[src/hw/rtl/lwps_pkg.sv]
package lwps_pkg;

    localparam int COORD_BITS  = 10;
    localparam int PANEL_BITS  = 10;
    localparam int OFFSET_BITS = 8;
    localparam int ADDR_BITS   = 16;
    localparam int COLOR_BITS  = 16;
    localparam int PIXEL_BITS  = 20;
    localparam int BYTE_BITS   = 8;
    localparam int STATUS_BITS = 2;

    // Bounds checks run one bit wider than the widest operand.
    localparam int CMP_BITS = ((COORD_BITS > PANEL_BITS) ? COORD_BITS : PANEL_BITS) + 1;
    localparam int AREA_BITS = 2 * COORD_BITS;

    localparam int S_DATA_BITS = 4 * COORD_BITS + COLOR_BITS;
    localparam int S_TDATA_BITS = ((S_DATA_BITS + 7) / 8) * 8;
    localparam int M_TDATA_BITS = 16;

    localparam int CFG_INDEX_BITS = 3;
    localparam int CFG_DATA_BITS  = PANEL_BITS;

    localparam int QUEUE_DEPTH = 4;

    localparam logic [CFG_INDEX_BITS-1:0] REG_X_OFFSET     = 3'd0;
    localparam logic [CFG_INDEX_BITS-1:0] REG_Y_OFFSET     = 3'd1;
    localparam logic [CFG_INDEX_BITS-1:0] REG_SWAP_AXES    = 3'd2;
    localparam logic [CFG_INDEX_BITS-1:0] REG_PANEL_WIDTH  = 3'd3;
    localparam logic [CFG_INDEX_BITS-1:0] REG_PANEL_HEIGHT = 3'd4;

    localparam logic [PANEL_BITS-1:0] PANEL_WIDTH_RESET  = 10'd240;
    localparam logic [PANEL_BITS-1:0] PANEL_HEIGHT_RESET = 10'd320;

    localparam logic [BYTE_BITS-1:0] CMD_CASET = 8'h2A;
    localparam logic [BYTE_BITS-1:0] CMD_RASET = 8'h2B;
    localparam logic [BYTE_BITS-1:0] CMD_RAMWR = 8'h2C;

    localparam logic [STATUS_BITS-1:0] STATUS_OK        = 2'd0;
    localparam logic [STATUS_BITS-1:0] STATUS_BAD_WIN   = 2'd1;
    localparam logic [STATUS_BITS-1:0] STATUS_NO_WINDOW = 2'd2;

    localparam logic KIND_WINDOW = 1'b0;
    localparam logic KIND_PIXEL  = 1'b1;

    typedef enum logic [1:0] {
        JOB_WINDOW,
        JOB_PIXEL,
        JOB_BAD_WINDOW,
        JOB_NO_WINDOW
    } job_kind_t;

    typedef struct packed {
        job_kind_t              kind;
        logic                   done;
        logic [ADDR_BITS-1:0]   col_first;
        logic [ADDR_BITS-1:0]   col_last;
        logic [ADDR_BITS-1:0]   row_first;
        logic [ADDR_BITS-1:0]   row_last;
        logic [COLOR_BITS-1:0]  color;
    } job_t;

    typedef struct packed {
        logic push;
        logic pop;
        logic full;
        logic empty;
    } queue_ctrl_t;

endpackage

[src/hw/rtl/lcd_window_pixel_serializer.sv]
// Window pixel serializer for a serial display controller.
// The input stream carries window requests (s_tuser low) and pixel requests
// (s_tuser high). A window request is checked against the panel size; a good
// one yields eleven bytes: the column address command and four address bytes,
// the row address command and four address bytes, and the memory write
// command. Each pixel request yields its high and low color bytes. A rejected
// window or a pixel with no open window yields one status byte that is not
// meant for the link. m_tuser is high on data bytes, m_tlast ends the bytes of
// one request, and the last pixel of a window carries the area-done flag.
// The configuration channel writes offsets, axis swap and panel size; it is
// always ready and must only be used while the block is idle.
// The first byte of a request passes through the queue, the current-job
// register and the output register. The output port moves one byte per
// cycle while the receiver is ready; a four-entry request queue lets the
// input side run ahead of the byte stream. When the receiver stalls, the
// output register holds and the queue fills until s_tready drops. Synchronous
// reset closes any open window, empties the queue and restores the register
// defaults (panel 240 by 320).
module lcd_window_pixel_serializer (
    input  logic                                 aclk,
    input  logic                                 aresetn,
    input  logic                                 s_tvalid,
    output logic                                 s_tready,
    // x [9:0], y [19:10], width [29:20], height [39:30], color [55:40]
    input  logic [lwps_pkg::S_TDATA_BITS-1:0]    s_tdata,
    // kind
    input  logic                                 s_tuser,
    output logic                                 m_tvalid,
    input  logic                                 m_tready,
    // out_byte [7:0], area_done [8], status [10:9], zero fill above
    output logic [lwps_pkg::M_TDATA_BITS-1:0]    m_tdata,
    // is_data
    output logic                                 m_tuser,
    output logic                                 m_tlast,
    input  logic                                 cfg_valid,
    output logic                                 cfg_ready,
    input  logic [lwps_pkg::CFG_INDEX_BITS-1:0]  cfg_index,
    input  logic [lwps_pkg::CFG_DATA_BITS-1:0]   cfg_data
);
    import lwps_pkg::*;

    job_t        front_job;
    job_t        head_job;
    queue_ctrl_t q_req;
    queue_ctrl_t q_stat;
    logic        in_accept;
    logic        back_pop;

    assign cfg_ready = 1'b1;
    assign s_tready  = !q_stat.full;
    assign in_accept = s_tvalid && s_tready;

    assign q_req.push  = in_accept;
    assign q_req.pop   = back_pop;
    assign q_req.full  = 1'b0;
    assign q_req.empty = 1'b0;

    lwps_front u_front (
        .aclk      (aclk),
        .aresetn   (aresetn),
        .cfg_valid (cfg_valid && cfg_ready),
        .cfg_index (cfg_index),
        .cfg_data  (cfg_data),
        .in_accept (in_accept),
        .in_kind   (s_tuser),
        .in_data   (s_tdata),
        .job       (front_job)
    );

    lwps_fifo u_queue (
        .aclk     (aclk),
        .aresetn  (aresetn),
        .ctrl_in  (q_req),
        .ctrl_out (q_stat),
        .wr_job   (front_job),
        .rd_job   (head_job)
    );

    lwps_back u_back (
        .aclk        (aclk),
        .aresetn     (aresetn),
        .head_job    (head_job),
        .queue_empty (q_stat.empty),
        .queue_pop   (back_pop),
        .m_tvalid    (m_tvalid),
        .m_tready    (m_tready),
        .m_tdata     (m_tdata),
        .m_tuser     (m_tuser),
        .m_tlast     (m_tlast)
    );

endmodule

[src/hw/rtl/lwps_front.sv]
module lwps_front (
    input  logic                                  aclk,
    input  logic                                  aresetn,
    input  logic                                  cfg_valid,
    input  logic [lwps_pkg::CFG_INDEX_BITS-1:0]   cfg_index,
    input  logic [lwps_pkg::CFG_DATA_BITS-1:0]    cfg_data,
    input  logic                                  in_accept,
    input  logic                                  in_kind,
    input  logic [lwps_pkg::S_TDATA_BITS-1:0]     in_data,
    output lwps_pkg::job_t                        job
);
    import lwps_pkg::*;

    logic [OFFSET_BITS-1:0] x_offset_reg;
    logic [OFFSET_BITS-1:0] y_offset_reg;
    logic                   swap_axes_reg;
    logic [PANEL_BITS-1:0]  panel_width_reg;
    logic [PANEL_BITS-1:0]  panel_height_reg;

    logic                   window_open_reg;
    logic                   window_open_next;
    logic [PIXEL_BITS-1:0]  pixels_left_reg;
    logic [PIXEL_BITS-1:0]  pixels_left_next;

    logic [COORD_BITS-1:0]  x;
    logic [COORD_BITS-1:0]  y;
    logic [COORD_BITS-1:0]  w;
    logic [COORD_BITS-1:0]  h;
    logic [COLOR_BITS-1:0]  color;
    logic [CMP_BITS-1:0]    x_end;
    logic [CMP_BITS-1:0]    y_end;
    logic [CMP_BITS-1:0]    pw_ext;
    logic [CMP_BITS-1:0]    ph_ext;
    logic                   bad_window;
    logic [OFFSET_BITS-1:0] col_off;
    logic [OFFSET_BITS-1:0] row_off;
    logic [AREA_BITS-1:0]   area;
    logic [PIXEL_BITS-1:0]  pixels_dec;

    assign x     = in_data[COORD_BITS-1:0];
    assign y     = in_data[2*COORD_BITS-1:COORD_BITS];
    assign w     = in_data[3*COORD_BITS-1:2*COORD_BITS];
    assign h     = in_data[4*COORD_BITS-1:3*COORD_BITS];
    assign color = in_data[4*COORD_BITS+COLOR_BITS-1:4*COORD_BITS];

    // With the origin inside the panel, width > panel - x is the same as x + width > panel.
    assign pw_ext = CMP_BITS'(panel_width_reg);
    assign ph_ext = CMP_BITS'(panel_height_reg);
    assign x_end  = CMP_BITS'(x) + CMP_BITS'(w);
    assign y_end  = CMP_BITS'(y) + CMP_BITS'(h);

    assign bad_window = (w == '0) || (h == '0) ||
                        (CMP_BITS'(x) >= pw_ext) || (CMP_BITS'(y) >= ph_ext) ||
                        (x_end > pw_ext) || (y_end > ph_ext);

    assign col_off = swap_axes_reg ? y_offset_reg : x_offset_reg;
    assign row_off = swap_axes_reg ? x_offset_reg : y_offset_reg;

    assign area       = w * h;
    assign pixels_dec = pixels_left_reg - PIXEL_BITS'(1);

    always_comb begin
        window_open_next = window_open_reg;
        pixels_left_next = pixels_left_reg;

        job.kind      = JOB_NO_WINDOW;
        job.done      = 1'b0;
        job.col_first = ADDR_BITS'(x) + ADDR_BITS'(col_off);
        job.col_last  = ADDR_BITS'(x) + ADDR_BITS'(w) - ADDR_BITS'(1) + ADDR_BITS'(col_off);
        job.row_first = ADDR_BITS'(y) + ADDR_BITS'(row_off);
        job.row_last  = ADDR_BITS'(y) + ADDR_BITS'(h) - ADDR_BITS'(1) + ADDR_BITS'(row_off);
        job.color     = color;

        if (in_kind == KIND_WINDOW) begin
            if (bad_window) begin
                job.kind = JOB_BAD_WINDOW;
            end else begin
                job.kind = JOB_WINDOW;
                window_open_next = 1'b1;
                pixels_left_next = PIXEL_BITS'(area);
            end
        end else if (window_open_reg) begin
            job.kind = JOB_PIXEL;
            job.done = (pixels_dec == '0);
            pixels_left_next = pixels_dec;
            if (pixels_dec == '0) begin
                window_open_next = 1'b0;
            end
        end
    end

    always_ff @(posedge aclk) begin
        if (!aresetn) begin
            window_open_reg <= 1'b0;
            pixels_left_reg <= '0;
        end else if (in_accept) begin
            window_open_reg <= window_open_next;
            pixels_left_reg <= pixels_left_next;
        end
    end

    always_ff @(posedge aclk) begin
        if (!aresetn) begin
            x_offset_reg     <= '0;
            y_offset_reg     <= '0;
            swap_axes_reg    <= 1'b0;
            panel_width_reg  <= PANEL_WIDTH_RESET;
            panel_height_reg <= PANEL_HEIGHT_RESET;
        end else if (cfg_valid) begin
            unique case (cfg_index)
                REG_X_OFFSET:     x_offset_reg     <= cfg_data[OFFSET_BITS-1:0];
                REG_Y_OFFSET:     y_offset_reg     <= cfg_data[OFFSET_BITS-1:0];
                REG_SWAP_AXES:    swap_axes_reg    <= cfg_data[0];
                REG_PANEL_WIDTH:  panel_width_reg  <= cfg_data[PANEL_BITS-1:0];
                REG_PANEL_HEIGHT: panel_height_reg <= cfg_data[PANEL_BITS-1:0];
                default: begin
                end
            endcase
        end
    end

endmodule

[src/hw/rtl/lwps_fifo.sv]
module lwps_fifo (
    input  logic                  aclk,
    input  logic                  aresetn,
    input  lwps_pkg::queue_ctrl_t ctrl_in,
    output lwps_pkg::queue_ctrl_t ctrl_out,
    input  lwps_pkg::job_t        wr_job,
    output lwps_pkg::job_t        rd_job
);
    import lwps_pkg::*;

    localparam int PTR_BITS   = (QUEUE_DEPTH > 1) ? $clog2(QUEUE_DEPTH) : 1;
    localparam int COUNT_BITS = $clog2(QUEUE_DEPTH + 1);

    job_t                  entries_reg [QUEUE_DEPTH];
    logic [PTR_BITS-1:0]   wr_ptr_reg;
    logic [PTR_BITS-1:0]   rd_ptr_reg;
    logic [COUNT_BITS-1:0] count_reg;
    logic [COUNT_BITS-1:0] count_next;
    logic                  do_push;
    logic                  do_pop;

    assign ctrl_out.push  = do_push;
    assign ctrl_out.pop   = do_pop;
    assign ctrl_out.full  = (count_reg == COUNT_BITS'(QUEUE_DEPTH));
    assign ctrl_out.empty = (count_reg == '0);

    assign do_push = ctrl_in.push && !ctrl_out.full;
    assign do_pop  = ctrl_in.pop && !ctrl_out.empty;

    assign rd_job = entries_reg[rd_ptr_reg];

    always_comb begin
        count_next = count_reg;
        if (do_push && !do_pop) begin
            count_next = count_reg + COUNT_BITS'(1);
        end else if (do_pop && !do_push) begin
            count_next = count_reg - COUNT_BITS'(1);
        end
    end

    always_ff @(posedge aclk) begin
        if (!aresetn) begin
            wr_ptr_reg <= '0;
            rd_ptr_reg <= '0;
            count_reg  <= '0;
        end else begin
            count_reg <= count_next;
            if (do_push) begin
                wr_ptr_reg <= (wr_ptr_reg == PTR_BITS'(QUEUE_DEPTH - 1)) ?
                              '0 : wr_ptr_reg + PTR_BITS'(1);
            end
            if (do_pop) begin
                rd_ptr_reg <= (rd_ptr_reg == PTR_BITS'(QUEUE_DEPTH - 1)) ?
                              '0 : rd_ptr_reg + PTR_BITS'(1);
            end
        end
    end

    always_ff @(posedge aclk) begin
        if (do_push) begin
            entries_reg[wr_ptr_reg] <= wr_job;
        end
    end

endmodule

[src/hw/rtl/lwps_back.sv]
module lwps_back (
    input  logic                                 aclk,
    input  logic                                 aresetn,
    input  lwps_pkg::job_t                       head_job,
    input  logic                                 queue_empty,
    output logic                                 queue_pop,
    output logic                                 m_tvalid,
    input  logic                                 m_tready,
    output logic [lwps_pkg::M_TDATA_BITS-1:0]    m_tdata,
    output logic                                 m_tuser,
    output logic                                 m_tlast
);
    import lwps_pkg::*;

    job_t                   cur_reg;
    job_t                   cur_next;
    logic                   cur_valid_reg;
    logic                   cur_valid_next;
    logic [3:0]             idx_reg;
    logic [3:0]             idx_next;

    logic                   out_valid_reg;
    logic [BYTE_BITS-1:0]   out_byte_reg;
    logic                   out_data_reg;
    logic                   out_last_reg;
    logic                   out_done_reg;
    logic [STATUS_BITS-1:0] out_status_reg;

    logic                   load_ok;
    logic                   emit;
    logic                   take;
    logic [BYTE_BITS-1:0]   b_byte;
    logic                   b_data;
    logic                   b_last;
    logic                   b_done;
    logic [STATUS_BITS-1:0] b_status;

    assign m_tvalid = out_valid_reg;
    assign m_tuser  = out_data_reg;
    assign m_tlast  = out_last_reg;
    assign m_tdata  = M_TDATA_BITS'({out_status_reg, out_done_reg, out_byte_reg});

    // Byte selection for the current job; b_last marks its final byte.
    always_comb begin
        b_byte   = '0;
        b_data   = 1'b0;
        b_last   = 1'b0;
        b_done   = 1'b0;
        b_status = STATUS_OK;
        unique case (cur_reg.kind)
            JOB_WINDOW: begin
                b_data = 1'b1;
                case (idx_reg)
                    4'd0: begin
                        b_byte = CMD_CASET;
                        b_data = 1'b0;
                    end
                    4'd1: b_byte = cur_reg.col_first[15:8];
                    4'd2: b_byte = cur_reg.col_first[7:0];
                    4'd3: b_byte = cur_reg.col_last[15:8];
                    4'd4: b_byte = cur_reg.col_last[7:0];
                    4'd5: begin
                        b_byte = CMD_RASET;
                        b_data = 1'b0;
                    end
                    4'd6: b_byte = cur_reg.row_first[15:8];
                    4'd7: b_byte = cur_reg.row_first[7:0];
                    4'd8: b_byte = cur_reg.row_last[15:8];
                    4'd9: b_byte = cur_reg.row_last[7:0];
                    default: begin
                        b_byte = CMD_RAMWR;
                        b_data = 1'b0;
                        b_last = 1'b1;
                    end
                endcase
            end
            JOB_PIXEL: begin
                b_data = 1'b1;
                if (idx_reg == 4'd0) begin
                    b_byte = cur_reg.color[15:8];
                end else begin
                    b_byte = cur_reg.color[7:0];
                    b_last = 1'b1;
                    b_done = cur_reg.done;
                end
            end
            JOB_BAD_WINDOW: begin
                b_last   = 1'b1;
                b_status = STATUS_BAD_WIN;
            end
            default: begin
                b_last   = 1'b1;
                b_status = STATUS_NO_WINDOW;
            end
        endcase
    end

    assign load_ok   = !out_valid_reg || m_tready;
    assign emit      = load_ok && cur_valid_reg;
    assign take      = (!cur_valid_reg || (emit && b_last)) && !queue_empty;
    assign queue_pop = take;

    always_comb begin
        cur_next       = cur_reg;
        cur_valid_next = cur_valid_reg;
        idx_next       = idx_reg;
        if (take) begin
            cur_next       = head_job;
            cur_valid_next = 1'b1;
            idx_next       = '0;
        end else if (emit) begin
            if (b_last) begin
                cur_valid_next = 1'b0;
            end
            idx_next = idx_reg + 4'd1;
        end
    end

    always_ff @(posedge aclk) begin
        if (!aresetn) begin
            cur_valid_reg <= 1'b0;
            idx_reg       <= '0;
            out_valid_reg <= 1'b0;
        end else begin
            cur_valid_reg <= cur_valid_next;
            idx_reg       <= idx_next;
            if (emit) begin
                out_valid_reg <= 1'b1;
            end else if (m_tready) begin
                out_valid_reg <= 1'b0;
            end
        end
    end

    always_ff @(posedge aclk) begin
        cur_reg <= cur_next;
        if (emit) begin
            out_byte_reg   <= b_byte;
            out_data_reg   <= b_data;
            out_last_reg   <= b_last;
            out_done_reg   <= b_done;
            out_status_reg <= b_status;
        end
    end

endmodule

[config.mk]
export PLATFORM = sky130hd
export DESIGN_NAME = lcd_window_pixel_serializer
export DESIGN_NICKNAME = d
export VERILOG_FILES = /design/src/hw/rtl/lwps_pkg.sv /design/src/hw/rtl/lcd_window_pixel_serializer.sv /design/src/hw/rtl/lwps_front.sv /design/src/hw/rtl/lwps_fifo.sv /design/src/hw/rtl/lwps_back.sv
export SDC_FILE = /design/constraint.sdc
export NUM_CORES = 1
export LEC_CHECK = 0
export BUFFER_PORTS_ARGS = -buffer_cell sky130_fd_sc_hd__buf_2
export CAP_MARGIN = 25
export CORE_AREA = 4 4 217 219
export DETAILED_ROUTE_END_ITERATION = 7
export DIE_AREA = 0 0 221 223
export PLACE_DENSITY = 0.72
export REMOVE_ABC_BUFFERS = 1
export SYNTH_ARGS = -nofsm -noshare
export SYNTH_HDL_FRONTEND = slang
export SYNTH_SLANG_ARGS = --single-unit
[constraint.sdc]
create_clock -name aclk -period 9.8 [get_ports aclk]
set_input_delay 0.49 -clock aclk [delete_from_list [all_inputs] [get_ports aclk]]
set_output_delay 0.49 -clock aclk [all_outputs]
set_load 0.005 [all_outputs]
==> results_dict.tcl, run 1 <==
set metrics [dict create \
    hp-class "in2reg" \
    die_area_mm2 0.0493 \
    fin_tns_setup_ns 0 \
    avgViaCountPerCell 5.90 \
    synth.avg_cell_area_um2 12.6 \
    cts_hold_buf 0 \
    cts_buffers 46 \
    grt_max_degree 60 \
    ios 96 \
    finalInstanceArea_mm2 0.0272 \
    drive_above_1_share 0.140 \
    die_h_um 223 \
    crit_path_end_kind "register" \
    initial_core_util 0.547 \
    fmax_mhz 183 \
    totalWireLength_um 56800 \
    worst_slew_pin_slew_ns 0.993 \
    synth_edf_count 378 \
    cts_tree "yes" \
    ir_worst_vdd_uv 142 \
    clk_latency_ns 0.58 \
    coreArea_mm2 0.0451 \
    cp.arrival_ns 5.85 \
    layout_commonest_cell "edfxtp_1" \
    cts.sinks 449 \
    setup_viol 0 \
    leakagePower_nw 10.5 \
    areaGrowthSynthToFinish_pct 10.3 \
    start_kind "input pin" \
    ys_seq_area_frac 0.518 \
    fin_crit_ns 5.45 \
    drt_iter0_drc 1419 \
    synth_cell_types 81 \
    largest_register_ffs 292 \
    portBuffers 89 \
    grt_pass1_wl_um 88800 \
    layout_common_cells "edfxtp_1 (378), inv_1 (189), ha_1 (182)" \
    track_usage 0.228 \
    drv_cap 0 \
    synth_flop_cell "edfxtp_1" \
    place_hpwl_um 39600 \
    slew_headroom 0.337 \
    antenna_cells 0 \
    synth_cells 1950 \
    post-route-period-util 0.556 \
    multi_input_area_mm2 0.0108 \
    cts_htree_levels 2 \
    gp_congestion 0.918 \
    root_buffer "clkbuf_16" \
    cts_setup_buffers 0 \
    p_total_mw 6.87 \
    hp-start "s_tdata[41]" \
    ys_warn_count 0 \
    syn_area_mm2 0.0247 \
    seq_area_mm2 0.0128 \
    finClkSkew_ns 0.0220 \
    finalNetCount 2338 \
    die_x_um 221 \
    synthArstFlopShare 0 \
    power_density_mw_per_mm2 253 \
    clk_pin_slew_worst_paths_ns 0.06 \
    place_area_mm2 0.0256 \
    hold_violations 0 \
    cp.required_ns 10.20 \
    rows 78 \
    ant_nets 0 \
    grt_antenna_before_repair 0 \
    first_pass_iters 5 \
    overflow 0 \
    drv_slew 0 \
    clk_path_buf_depth 3 \
    startpoint "s_tdata[21]" \
    dr_total_vias 15600 \
    synth_seq_cells 449 \
    rsz0062_at_grt "no" \
    fillCellCount 3539 \
    cts_resized 0 \
    rr_startpoint "u_front.swap_axes_reg" \
    route.detailed.drc 0 \
    critPathMaxFanout 19 \
    grt_pass1_vias 15900 \
    holdWs_ns 0.129 \
    wire_per_inst_um 21.4 \
    outcome "complete, no violations" \
    critPathKind "in2reg" \
]
## report_power, final
group	internal, mW	switching [mW]
logic	0.956	1.32
registers	2.63	0.164
clock network	1.06	0.730
## final cells by class
cell class / count / area share
Inverter: 194 / 0.0268
Timing Repair Buffer: 103 / 0.0214
Tap cell: 600 / 0.0276
Sequential cell: 449 / 0.470
Clock buffer: 58 / 0.0444
Clock inverter: 27 / 0.0125
Multi-Input combinational cell: 1218 / 0.397
## kinds of logic (layout without fill, tap and decap cells)
group,count (synthesis),after routing,synth area share
flip-flops,449,449,0.518
AND/OR/NAND/NOR,441,441,0.0891
AO/OA/AOI/OAI,347,347,0.0944
buffers and inverters,287,382,0.0452
adder cells (fa/ha/maj),251,251,0.148
multiplexers,104,104,0.0800
XOR/XNOR,69,69,0.0245
other,2,6,0.000305
## worst paths after layout
kind | to | slack (ns) | cells after the start
setup / recovery | u_front.pixels_left_reg[15] | 4.35 | 20
hold / removal | u_queue.entries_reg[0][1] | 0.13 | 1
setup reg to reg | u_queue.entries_reg[0][54] | 5.44 | 15
hold reg to reg | u_front.panel_width_reg[8] | 0.46 | 2
## stage by stage
step                      instances   util  setup WS (ns)
after floorplan                1861      -           4.45
after global placement         2562  0.568           3.93
after detailed placement       2562  0.568           3.80
after CTS                      2647  0.602           4.40
after global routing           2649  0.603           3.96
final                          2649  0.603           4.35
## synth_stat cells (16+ instances only)
library cell / number / area share
and2_1: 70 / 0.018
dfxtp_1: 71 / 0.058
xor2_1: 22 / 0.0078
xnor2_1: 47 / 0.017
nor3_1: 24 / 0.0049
nand2_1: 148 / 0.023
o21bai_1: 16 / 0.0049
o21ai_0: 45 / 0.0091
mux4_2: 73 / 0.067
mux2i_1: 16 / 0.0065
a21oi_1: 113 / 0.023
clkbuf_1: 68 / 0.010
fa_1: 69 / 0.056
ha_1: 182 / 0.092
a211oi_1: 17 / 0.0052
nor2b_1: 17 / 0.0043
edfxtp_1: 378 / 0.46
inv_1: 190 / 0.029
a21o_1: 18 / 0.0055
nand3_1: 20 / 0.0041
nor2_1: 78 / 0.012
## layer usage
layer | track usage | share of wire
met5 | 0 | 0
met2 | 0.381 | 0.48
met3 | 0.0396 | 0.059
met1 | 0.300 | 0.42
met4 | 0.0952 | 0.044
## worst max-delay path, cell delays in order
cell and delay [ns]:
buf_2 0.25, ha_1 0.29, a21o_1 0.18, a21oi_1 0.25, o21bai_1 0.10, a21oi_1 0.23, o21bai_1 0.10, a21oi_1 0.25
mux2i_1 0.13, or2_2 0.34, ha_1 0.20, nor4_1 0.20, o21ai_0 0.13, o221a_2 0.30, a21oi_1 0.11, nand4_1 0.27
o31ai_4 0.83, inv_2 0.30, nor2_1 0.69, a311oi_1 0.20
No activity file was read; power rests on OpenSTA's default activity.
==> run 2, diff against run 1 <==
Settings changed: ABC_AREA from default to 1, CORE_AREA 4 4 217 219 to 4 4 219 221, DIE_AREA 0 0 221 223 to 0 0 223 225.
Clock period 9.8 ns to 5.5 ns, I/O delays scaled along.
==> run 2 against run 1 <==
Net effect:
- first-iteration DRC count is 10% higher
- synthesized area is 2.0% higher
- total power is 86% higher
- largest cell class unchanged
- critical path type unchanged
- final cell count is 25% higher
- largest power group unchanged
==> results_dict.tcl, run 2 <==
set metrics [dict create \
    ir_worst_vdd_uv 398 \
    avgViaCountPerCell 5.60 \
    place_inst 3208 \
    synth_cell_types 53 \
    synth.avg_cell_area_um2 9.70 \
    cts.sinks 449 \
    synth_edf_count 378 \
    root_buffer "clkbuf_16" \
    rsz0062_at_grt "no" \
    hold_violations 0 \
    slew_headroom 0.325 \
    wire_per_inst_um 19.3 \
    drv_cap 0 \
    seq_area_mm2 0.0128 \
    cts_htree_levels 2 \
    clk_latency_ns 0.58 \
    die_h_um 225 \
    switching_share 0.371 \
    drt_iter0_drc 1562 \
    critPathMaxFanout 12 \
    critPathKind "in2reg" \
    yosysTopAreaCell "edfxtp_1" \
    antenna_cells 0 \
    synth_flop_cell "edfxtp_1" \
    synthArstFlopShare 0 \
    crit_path_end_kind "register" \
    totalWireLength_um 63900 \
    die_area_mm2 0.0502 \
    pwr-share-seq 0.399 \
    ys_seq_area_frac 0.508 \
    p_int_mw 8.05 \
    final_cells 3311 \
    place_hpwl_um 44400 \
    synth_cells 2591 \
    power_density_mw_per_mm2 460 \
    holdWs_ns 0.0222 \
    drive_above_1_share 0.0832 \
    clk_path_buf_depth 3 \
    syn_area_mm2 0.0251 \
    ant_nets 0 \
    synth_common_cells "nand2_1 (381), edfxtp_1 (378), inv_1 (359)" \
    clk_pin_slew_worst_paths_ns 0.06 \
    worst_slew_pin_slew_ns 1.01 \
    coreArea_mm2 0.0462 \
    grt_pass1_vias 18100 \
    setup_viol 0 \
    layout_common_cells "nand2_1 (381), edfxtp_1 (378), inv_1 (357)" \
    outcome "complete, no violations" \
    dr_total_vias 18600 \
    die_x_um 223 \
    ios 96 \
    ys_warn_count 0 \
    multi_input_area_mm2 0.0106 \
    layout_commonest_cell "nand2_1" \
    start_kind "input pin" \
    switching_power_mw 4.75 \
    comb_power_share 0.362 \
    gp_congestion 0.954 \
    hp-class "in2reg" \
    cp.required_ns 5.95 \
    startpoint "s_tdata[33]" \
    synth.top_cell.area_share 0.451 \
    overflow 0 \
    cts_buffers 46 \
    fin_crit_ns 4.60 \
    finalNetCount 2996 \
    route.detailed.drc 0 \
    grt_antenna_before_repair 1 \
    portBuffers 89 \
    synth_seq_cells 449 \
    areaGrowthSynthToFinish_pct 10.6 \
    fillCellCount 3791 \
    fmax_mhz 217 \
    largest_register_ffs 292 \
    cp.arrival_ns 5.06 \
    grt_pass1_wl_um 99000 \
    rows 79 \
    yosysMostFrequentCell "nand2_1" \
    p_clk_frac 0.239 \
    hp-start "cfg_data[9]" \
    cts_setup_buffers 0 \
    drv_slew 0 \
    first_pass_iters 5 \
    cts_tree "yes" \
    rr_startpoint "u_front.swap_axes_reg" \
    leakagePower_nw 12.1 \
    track_usage 0.251 \
    grt_max_degree 105 \
    initial_core_util 0.545 \
    ys_top_cells_by_area "edfxtp_1 (45%), ha_1 (9.1%), nand2_1 (5.7%)" \
    finClkSkew_ns 0.0215 \
    post-route-period-util 0.836 \
]
-- run 2: changes by cell type after synthesis, moves of 19 or more --
cell     change
nand4_1     +30
nor3_1      -19
o21ai_0    +199
xnor2_1     -29
nand2_1    +233
xor2_1      +26
nor2_1     +220
nand3_1     +72
inv_1      +169
o22ai_1     +69
mux4_2      -73
and2_1      -69
-- run 2: worst max-delay path, stage by stage --
cell     delay [ns]
buf_2          0.23
nand2_1        0.12
fa_1           0.54
inv_1          0.06
fa_1           0.50
inv_1          0.05
fa_1           0.48
inv_1          0.06
fa_1           0.53
inv_1          0.05
fa_1           0.53
inv_1          0.04
ha_1           0.35
a21oi_1        0.24
nor2_1         0.07
nor2_1         0.13
nor2_1         0.06
nor2_1         0.12
nand2_1        0.09
nand2_1        0.06
nand2_1        0.06
xnor2_1        0.15
o21ai_0        0.09
nor2_1         0.11
nor2_1         0.06
-- run 2: final cells by class --
class / instances / share of cell area
Timing Repair Buffer: 127 / 0.0287
Multi-Input combinational cell: 1673 / 0.381
Sequential cell: 449 / 0.460
Clock inverter: 28 / 0.00995
Clock buffer: 54 / 0.0428
Inverter: 373 / 0.0506
Tap cell: 607 / 0.0273
-- run 2: cell families after synthesis --
logic type | after synthesis | synth area share
other cells | 2 | 0.000299
buf+inv | 473 | 0.0726
simple gates | 854 | 0.142
flops | 449 | 0.508
fa+ha+maj | 251 | 0.146
compound gates | 496 | 0.109
xor+xnor | 66 | 0.0230
-- run 2: stage by stage --
stage          instance area, um^2  utilization  setup slack [ns]  setup TNS (ns)  power [mW]
3_3_place_gp                 26100        0.566             0.393               0        9.58
6_report                     27800        0.602             0.900               0        12.8
4_1_cts                      27800        0.602             0.938               0        12.8
2_1_floorplan                24700            -           -0.0639           -4.66        8.21
3_5_place_dp                 26100        0.566             0.337               0        9.71
5_1_grt                      27800        0.602             0.621               0        13.6
-- run 2: repair_timing --
action,CTS,global route
hold endpoints to repair,67,0
hold buffers,19,0
setup endpoints to repair,0,0
gates resized for setup,0,0
-- run 2: routing by layer --
metal | up-vias | part of all wire | track usage
met4 | 2 | 0.039 | 0.101
met5 | - | 0.00011 | 0
met1 | 8898 | 0.43 | 0.338
met2 | 627 | 0.47 | 0.409
met3 | 115 | 0.064 | 0.0429
li1 | 8916 | - | -
-- run 2: worst paths after layout --
path                                 end  slack [ns]  depth (start not counted)
min          u_front.panel_height_reg[9]        0.02                          3
min reg2reg      u_front.y_offset_reg[2]        0.47                          2
max          u_front.pixels_left_reg[17]        0.90                         25
max reg2reg   u_queue.entries_reg[1][27]        1.20                         15
-- run 2: power by group through the flow --
stage / registers (mW) / clock network [mW] / logic [mW]
after global routing: 5.16 / 3.25 / 5.22
after floorplan: 5.13 / 0 / 3.08
after CTS: 5.11 / 3.10 / 4.59
final: 5.11 / 3.05 / 4.63
after global placement: 5.15 / 0 / 4.43
after detailed placement: 5.17 / 0 / 4.55
